<file path="config.mk">
export PLATFORM = sky130hd
export DESIGN_NAME = hamming_secded_79_71_stream_encoder_top
export DESIGN_NICKNAME = d
export VERILOG_FILES = /design/src/rtl/hsec_pkg.sv /design/src/rtl/hsec_gather.sv /design/src/rtl/hsec_enc.sv /design/src/rtl/hamming_secded_79_71_stream_encoder_top.sv
export SDC_FILE = /design/constraint.sdc
export NUM_CORES = 1
export LEC_CHECK = 0
export BUFFER_PORTS_ARGS = -buffer_cell sky130_fd_sc_hd__buf_4
export CORE_MARGIN = 1.5
export CORE_UTILIZATION = 42
export DETAILED_ROUTE_END_ITERATION = 10
export SETUP_SLACK_MARGIN = 0.3
export SLEW_MARGIN = 30
export SYNTH_ARGS = -nofsm -noshare
export SYNTH_HDL_FRONTEND = slang
export SYNTH_SLANG_ARGS = --single-unit
</file>
<file path="constraint.sdc">
create_clock -name clk -period 21.6 [get_ports clk]
set_clock_uncertainty 0.1 [all_clocks]
set_input_delay 2.16 -clock clk [delete_from_list [all_inputs] [get_ports clk]]
set_output_delay 2.16 -clock clk [all_outputs]
set_load 0.05 [all_outputs]
</file>
<file path="src/rtl/hsec_pkg.sv">
// ----------------------------------------------------------------------------
// hsec_pkg
// Shared types and constants for the SECDED (79,71) byte stream encoder.
// ----------------------------------------------------------------------------
package hsec_pkg;

  localparam int DATA_BITS  = 71;
  localparam int CODE_BITS  = 78;
  localparam int CHECK_BITS = 7;
  localparam int BYTE_BITS  = 8;
  localparam int UPPER_BITS = 15;
  localparam int LOWER_BITS = 64;
  localparam int TDATA_BITS = 80;
  localparam int FILL_BITS  = $clog2(DATA_BITS);

  typedef logic [DATA_BITS-1:0]   data_word_t;
  typedef logic [CODE_BITS:0]     code_word_t;
  typedef logic [FILL_BITS-1:0]   fill_t;

  // one gathered data word waiting to be encoded
  typedef struct packed {
    logic       final_w;
    data_word_t data;
  } word_ent_t;

  // words handed from the gather stage to the word queue
  typedef struct packed {
    logic      push0;
    logic      push1;
    word_ent_t word0;
    word_ent_t word1;
  } push_t;

  // positions covered by check bit j (one-based index has bit j set)
  function automatic logic [CODE_BITS-1:0] check_mask(input int j);
    logic [CODE_BITS-1:0] m;
    m = '0;
    for (int p = 0; p < CODE_BITS; p++) begin
      m[p] = (((p + 1) >> j) & 1) != 0;
    end
    return m;
  endfunction

endpackage

</file>
<file path="src/rtl/hsec_gather.sv">
// ----------------------------------------------------------------------------
// hsec_gather
// Packs message bytes, msb first, into 71-bit data words and hands out up to
// two finished words per accepted byte.
// ----------------------------------------------------------------------------
module hsec_gather (
  input  logic                                 clk,
  input  logic                                 rst_n,
  input  logic                                 accept,
  input  logic [hsec_pkg::BYTE_BITS-1:0]       data_byte,
  input  logic                                 last_byte,
  output hsec_pkg::push_t                      push
);

  hsec_pkg::data_word_t             data_r, data_nxt;
  hsec_pkg::fill_t                  fill_r, fill_nxt;
  logic [hsec_pkg::BYTE_BITS-1:0]   rev;
  logic [hsec_pkg::BYTE_BITS-1:0]   tail;
  hsec_pkg::data_word_t             merged;
  logic                             complete;
  logic [2:0]                       rem;

  // byte reversed so that arrival order matches word bit order
  always_comb begin
    for (int t = 0; t < hsec_pkg::BYTE_BITS; t++) begin
      rev[t] = data_byte[hsec_pkg::BYTE_BITS-1-t];
    end
  end

  // merge the byte into the pending word and split off any overflow
  always_comb begin
    merged   = data_r | (hsec_pkg::data_word_t'(rev) << fill_r);
    complete = fill_r >= hsec_pkg::fill_t'(hsec_pkg::DATA_BITS - hsec_pkg::BYTE_BITS);
    rem      = 3'(fill_r - hsec_pkg::fill_t'(hsec_pkg::DATA_BITS - hsec_pkg::BYTE_BITS));
    tail     = rev >> (4'(hsec_pkg::BYTE_BITS) - {1'b0, rem});
  end

  // words for the queue
  always_comb begin
    push.push0         = accept && (complete || last_byte);
    push.push1         = accept && last_byte && complete && (rem != 3'd0);
    push.word0.data    = merged;
    push.word0.final_w = last_byte && (!complete || (rem == 3'd0));
    push.word1.data    = hsec_pkg::data_word_t'(tail);
    push.word1.final_w = 1'b1;
  end

  // next pending word and fill count
  always_comb begin
    data_nxt = data_r;
    fill_nxt = fill_r;
    if (accept) begin
      if (last_byte) begin
        data_nxt = '0;
        fill_nxt = '0;
      end else if (complete) begin
        data_nxt = hsec_pkg::data_word_t'(tail);
        fill_nxt = hsec_pkg::fill_t'(rem);
      end else begin
        data_nxt = merged;
        fill_nxt = fill_r + hsec_pkg::fill_t'(hsec_pkg::BYTE_BITS);
      end
    end
  end

  always_ff @(posedge clk) begin
    if (!rst_n) begin
      data_r <= '0;
      fill_r <= '0;
    end else begin
      data_r <= data_nxt;
      fill_r <= fill_nxt;
    end
  end

endmodule

</file>
<file path="src/rtl/hsec_enc.sv">
// ----------------------------------------------------------------------------
// hsec_enc
// Spreads a data word over codeword positions, forms the seven check bits and
// the overall parity, and lays the result out in stream order.
// ----------------------------------------------------------------------------
module hsec_enc (
  input  hsec_pkg::data_word_t   data,
  output hsec_pkg::code_word_t   code
);

  logic [hsec_pkg::CODE_BITS-1:0]  spread;
  logic [hsec_pkg::CODE_BITS-1:0]  full;
  logic [hsec_pkg::CHECK_BITS-1:0] chk;
  logic                            par;
  logic [hsec_pkg::FILL_BITS-1:0]  d;

  // data bits into the non power-of-two positions
  always_comb begin
    d = '0;
    for (int p = 0; p < hsec_pkg::CODE_BITS; p++) begin
      if ((((p + 1) & p)) == 0) begin
        spread[p] = 1'b0;
      end else begin
        spread[p] = data[d];
        d = d + 1'b1;
      end
    end
  end

  // check bits and overall parity
  always_comb begin
    for (int j = 0; j < hsec_pkg::CHECK_BITS; j++) begin
      chk[j] = ^(spread & hsec_pkg::check_mask(j));
    end
    full = spread;
    for (int j = 0; j < hsec_pkg::CHECK_BITS; j++) begin
      full[(1 << j) - 1] = chk[j];
    end
    par = ^full;
  end

  // upper field: position 0 at its msb; lower field: parity at bit 0
  always_comb begin
    for (int i = 0; i < hsec_pkg::UPPER_BITS; i++) begin
      code[i] = full[hsec_pkg::UPPER_BITS-1-i];
    end
    code[hsec_pkg::UPPER_BITS] = par;
    for (int i = 1; i < hsec_pkg::LOWER_BITS; i++) begin
      code[hsec_pkg::UPPER_BITS+i] = full[hsec_pkg::CODE_BITS-i];
    end
  end

endmodule

</file>
<file path="src/rtl/hamming_secded_79_71_stream_encoder_top.sv">
// ----------------------------------------------------------------------------
// hamming_secded_79_71_stream_encoder_top
// Byte stream to extended Hamming SECDED (79,71) codeword encoder.
// ----------------------------------------------------------------------------
// Message bytes arrive one per transaction, msb first, and are packed into
// 71-bit data words; each full word leaves as one 79-bit codeword (seven
// check bits at positions 2^j-1 plus an overall parity bit). A byte with
// tlast set flushes any leftover bits as a zero-padded word, and the last
// codeword of the message carries tlast. One byte is accepted every cycle
// while in_tready is high; a byte that finishes a word is packed in its
// accept cycle, written into a four-entry word queue, and then encoded into
// the output register. A closing byte can yield two codewords; the output
// delivers one per cycle while out_tready is high, and in_tready drops only
// while fewer than two queue slots are free.
// ----------------------------------------------------------------------------
module hamming_secded_79_71_stream_encoder_top (
  input  logic                                 clk,
  input  logic                                 rst_n,
  input  logic                                 in_tvalid,
  output logic                                 in_tready,
  input  logic [7:0]                           in_tdata,  // data_byte
  input  logic                                 in_tlast,  // last_byte
  output logic                                 out_tvalid,
  input  logic                                 out_tready,
  output logic [hsec_pkg::TDATA_BITS-1:0]      out_tdata, // code_upper, code_lower
  output logic                                 out_tlast  // final_word
);

  localparam int QDEPTH = 4;
  localparam int QPTR_BITS = $clog2(QDEPTH);

  logic                        in_acc;
  hsec_pkg::push_t             push;
  hsec_pkg::word_ent_t         q_mem [QDEPTH];
  logic [QPTR_BITS-1:0]        wr_ptr_r, wr_ptr_nxt;
  logic [QPTR_BITS-1:0]        rd_ptr_r, rd_ptr_nxt;
  logic [QPTR_BITS:0]          cnt_r, cnt_nxt;
  logic                        pop;
  hsec_pkg::word_ent_t         head;
  hsec_pkg::code_word_t        code;
  logic                        out_valid_r, out_valid_nxt;
  hsec_pkg::code_word_t        out_code_r;
  logic                        out_last_r;

  assign in_tready = cnt_r <= (QPTR_BITS+1)'(QDEPTH - 2);
  assign in_acc    = in_tvalid && in_tready;

  hsec_gather u_gather (
    .clk       (clk),
    .rst_n     (rst_n),
    .accept    (in_acc),
    .data_byte (in_tdata),
    .last_byte (in_tlast),
    .push      (push)
  );

  // word queue pointers and fill level
  always_comb begin
    pop        = (cnt_r != '0) && (!out_valid_r || out_tready);
    wr_ptr_nxt = wr_ptr_r + QPTR_BITS'(push.push0) + QPTR_BITS'(push.push1);
    rd_ptr_nxt = rd_ptr_r + QPTR_BITS'(pop);
    cnt_nxt    = cnt_r + (QPTR_BITS+1)'(push.push0) + (QPTR_BITS+1)'(push.push1)
                 - (QPTR_BITS+1)'(pop);
  end

  always_ff @(posedge clk) begin
    if (!rst_n) begin
      wr_ptr_r <= '0;
      rd_ptr_r <= '0;
      cnt_r    <= '0;
    end else begin
      wr_ptr_r <= wr_ptr_nxt;
      rd_ptr_r <= rd_ptr_nxt;
      cnt_r    <= cnt_nxt;
    end
  end

  // queue storage
  always_ff @(posedge clk) begin
    if (push.push0) begin
      q_mem[wr_ptr_r] <= push.word0;
    end
    if (push.push1) begin
      q_mem[wr_ptr_r + 1'b1] <= push.word1;
    end
  end

  assign head = q_mem[rd_ptr_r];

  hsec_enc u_enc (
    .data (head.data),
    .code (code)
  );

  // output register
  always_comb begin
    out_valid_nxt = out_valid_r;
    if (pop) begin
      out_valid_nxt = 1'b1;
    end else if (out_tready) begin
      out_valid_nxt = 1'b0;
    end
  end

  always_ff @(posedge clk) begin
    if (!rst_n) begin
      out_valid_r <= 1'b0;
    end else begin
      out_valid_r <= out_valid_nxt;
    end
  end

  always_ff @(posedge clk) begin
    if (pop) begin
      out_code_r <= code;
      out_last_r <= head.final_w;
    end
  end

  assign out_tvalid = out_valid_r;
  assign out_tdata  = {1'b0, out_code_r};
  assign out_tlast  = out_last_r;

endmodule

</file>
==> reports/qor.csv <==
metric,value,unit
outcome,finished clean,
setup bufs post-CTS,0,
Clock Latency Late Sink,0.56,ns
asr flop ratio synth,0,%
DRT antenna net count,0,
count of final setup violators,0,
clk root buf,clkbuf_16,
Critical Path Sink Type,flip-flop,
CTS H-tree lvls,2,
Overall Power,2.80,mW
DP HPWL,33.4,mm
grt total ovfl,0,
CTS tree,built,
GPL Wtd Cong,0.907,
critical path's slowest cell,a21oi_1,
data arrival time of the worst path,5.38,ns
crit path cell chain,"buf_4, nand2_1, a21oi_1, clkinv_1, or3_2, buf_4, and2_2, buf_4, inv_1",
aggregate global-route resource usage,22.7,%
Syn Nets,1527,
post-DR vias/cell,5.90,
worst-path fanout max,65,
I/O Buffers,94,
Core Box Area,44100,sq um
setup_tns,0,ns
placed cell count,2097,
Antenna Cells,0,
Post-synth EDFFs,112,
DRT iter0 DRCs,1244,
critical path's top delay family,buffers and inverters,
CP peak stage delay,0.55,ns
max_cap viols,0,
hold path depth,1,
design area,21400,sq um
reg-to-reg critical path startpoint,rd_ptr_r[0]$_SDFF_PN0_,
max_slew headroom,29.4,%
dpl cell area,19900,sq um
CTS buffer count,46,
PwrDens,131,nW/um^2
largest net degree at the start of global routing,68,
ys flop type,dfxtp_1,
Hold Path End,q_mem[1][63]$_SDFFE_PP0P_,
vias in the first global route,12600,
RSZ-0062 raised after global routing,no,
Hold Path Class,flip-flop to flip-flop,
drt pass-1 iters,5,
final hold vios,0,
sequential share of the synthesized area,54.5,%
FP Rows,77,
final std cells w/o fill,2182,
clk sinks,454,
initial antenna violation count,0,
critical path type,input port to flip-flop,
Routed Wire Length,52.6,mm
VDD IR max,0.000103,V
Initial Util,42.4,%
worst slew pin tran,1.05,ns
die height,214,um
Clock Pin Slew Worst Setup and Hold Paths,0.06,ns
R2R Setup Slk,16.70,ns
die width,214,um
Post-CTS Resized,0,
fin nets,1576,
crit path launch type,input port,
drt drc,0,
Synth cell types,56,
data required time of the critical path,21.72,ns
Clock Path Buffers,3,
CTS hold repair buffers,0,
share of the synthesized area in the top cell type,36.6,%
worst path bufs/invs,5,
via count,12900,
Die ar.,45900,sq um
DR WL/cell,24.1,um
first-pass GRT wire length,80.2,mm
Synth area leaders,"dfxtp_1, edfxtp_1, o2bb2ai_1",
cells after synthesis,1504,
period utilisation layout,24.3,%
fin crit period,5.25,ns
layout cells sized above 1,19.1,%
fmax,0.190,GHz
cell taking the most area after synthesis,dfxtp_1,
syn avg cell area,12.5,sq um
Netlist Area Pre-Place,18700,sq um
#FFs+latches synth,454,
IO Pins,96,
reg2reg end,out_code_r[15]$_DFFE_PP_,
hold path startpoint,q_mem[1][63]$_SDFFE_PP0P_,
path depth of the worst reg2reg path,8,
area grow syn2layout,14.2,%
Crit path top cell by count,buf_4,
Leakage,7.30,nW
YS warnings,0,
Slew Limit Fails,0,
[power by group]
part | internal (mW) | switching (mW)
Combinational | 0.332 | 0.586
Clock | 0.473 | 0.330
Sequential | 1.01 | 0.0644
[registers in the layout, summed over array words and instances (netlist names)]
register,count
cnt_r,3
out_code_r,79
out_tlast,1
out_tvalid,1
q_mem,288
rd_ptr_r,2
u_gather.data_r,71
u_gather.fill_r,7
wr_ptr_r,2
[cells in the final DEF, fill, tap and decap left out, types with 7 or more instances in the layout]
cell       netlist  routed
xor2_1          24      24
buf_4            5     115
clkbuf_1        83      13
and2_1          14      12
mux2i_1         16      15
a21oi_1         72      70
nor2b_1          7       7
inv_1           18      18
mux4_2          76      76
o2bb2ai_1      224     224
dfxtp_1        342     340
clkbuf_16        0      48
nand2b_1        11      11
o22ai_1         49      49
ha_1             7       7
nand2_1         36      33
edfxtp_1       112     112
xnor2_2         14      14
clkinv_1         1       7
xnor2_1         93      93
o21ai_0         18      15
nor3_1          64      63
a22o_1          28      28
nor2_1          91      91
xnor3_1          8       8
[worst register-to-register path, cell delays in order (launching register included)]
cell and delay (ns):
dfxtp_4 0.87, buf_4 0.83, mux4_2 0.68, xnor2_1 0.36
xnor2_1 0.22, xnor3_1 0.50, xnor2_1 0.34, xnor3_1 0.40
xnor3_1 0.34
[cells by family after synthesis]
family                   count (synthesis)  share of synthesized area [%]
AO/OA/AOI/OAI                          420                           17.1
multiplexers                            98                           10.4
flip-flops                             454                           54.5
AND/OR/NAND/NOR                        246                           6.10
buffers and inverters                  134                           3.24
XOR/XNOR                               141                           7.86
adder cells (fa/ha/maj)                 10                          0.788
other                                    1                         0.0200
[cell usage after synthesis (all sizes together) (4+ instances only)]
| cell type | n |
|---|---|
| a21oi | 72 |
| a22o | 28 |
| a22oi | 4 |
| a2bb2oi | 4 |
| a31oi | 5 |
| and2 | 14 |
| buf | 31 |
| clkbuf | 83 |
| dfxtp | 342 |
| edfxtp | 112 |
| ha | 7 |
| inv | 19 |
| mux2 | 6 |
| mux2i | 16 |
| mux4 | 76 |
| nand2 | 36 |
| nand2b | 11 |
| nand3 | 4 |
| nor2 | 91 |
| nor2b | 7 |
| nor3 | 64 |
| o21ai | 18 |
| o22ai | 49 |
| o2bb2ai | 224 |
| or2 | 5 |
| or3 | 6 |
| xnor2 | 107 |
| xnor3 | 8 |
| xor2 | 25 |
[stage by stage]
| step | setup WS [ns] | util, % | hold WS (ns) |
|---|---|---|---|
| after floorplan | 11.38 | - | 0.327 |
| after global placement | 15.79 | 45.0 | 0.338 |
| after detailed placement | 15.68 | 45.0 | 0.341 |
| after global routing | 16.04 | 48.5 | 0.371 |
| after CTS | 16.25 | 48.5 | 0.360 |
| final | 16.35 | 48.5 | 0.355 |
[routing by layer]
metal | routed length, um | part of all wire, % | global-route usage (%) | vias up
li1 | - | - | - | 5818
met1 | 22900 | 43 | 31.3 | 6449
met2 | 24500 | 47 | 36.0 | 522
met3 | 3660 | 7.0 | 4.21 | 90
met4 | 1550 | 2.9 | 7.84 | 0
met5 | 0 | 0 | 0 | -
[how the worst max path moves through the flow]
stage / startpoint / end / slack [ns] / cells after the start
after global placement: in_tvalid / q_mem[0][2]$_DFFE_PP_ / 15.79 / 9
after global routing: in_tvalid / q_mem[0][5]$_DFFE_PP_ / 16.04 / 9
after detailed placement: in_tvalid / q_mem[0][5]$_DFFE_PP_ / 15.68 / 9
final: in_tvalid / q_mem[0][5]$_DFFE_PP_ / 16.35 / 9
after CTS: in_tvalid / q_mem[0][5]$_DFFE_PP_ / 16.25 / 9
after floorplan: out_tready / cnt_r[2]$_SDFF_PN0_ / 11.38 / 8
[area by class of cell]
| class | instances | area [sq um] |
|---|---|---|
| fillers | 3945 | 22700 |
| flip-flops and latches | 454 | 10200 |
| multi-input cells | 916 | 7980 |
| clock buffers | 67 | 1320 |
| repair buffers | 115 | 863 |
| well taps | 592 | 741 |
| clock inverters | 18 | 190 |
| inverters | 20 | 75.1 |
Note: power is estimated with default switching activity, not from simulation.
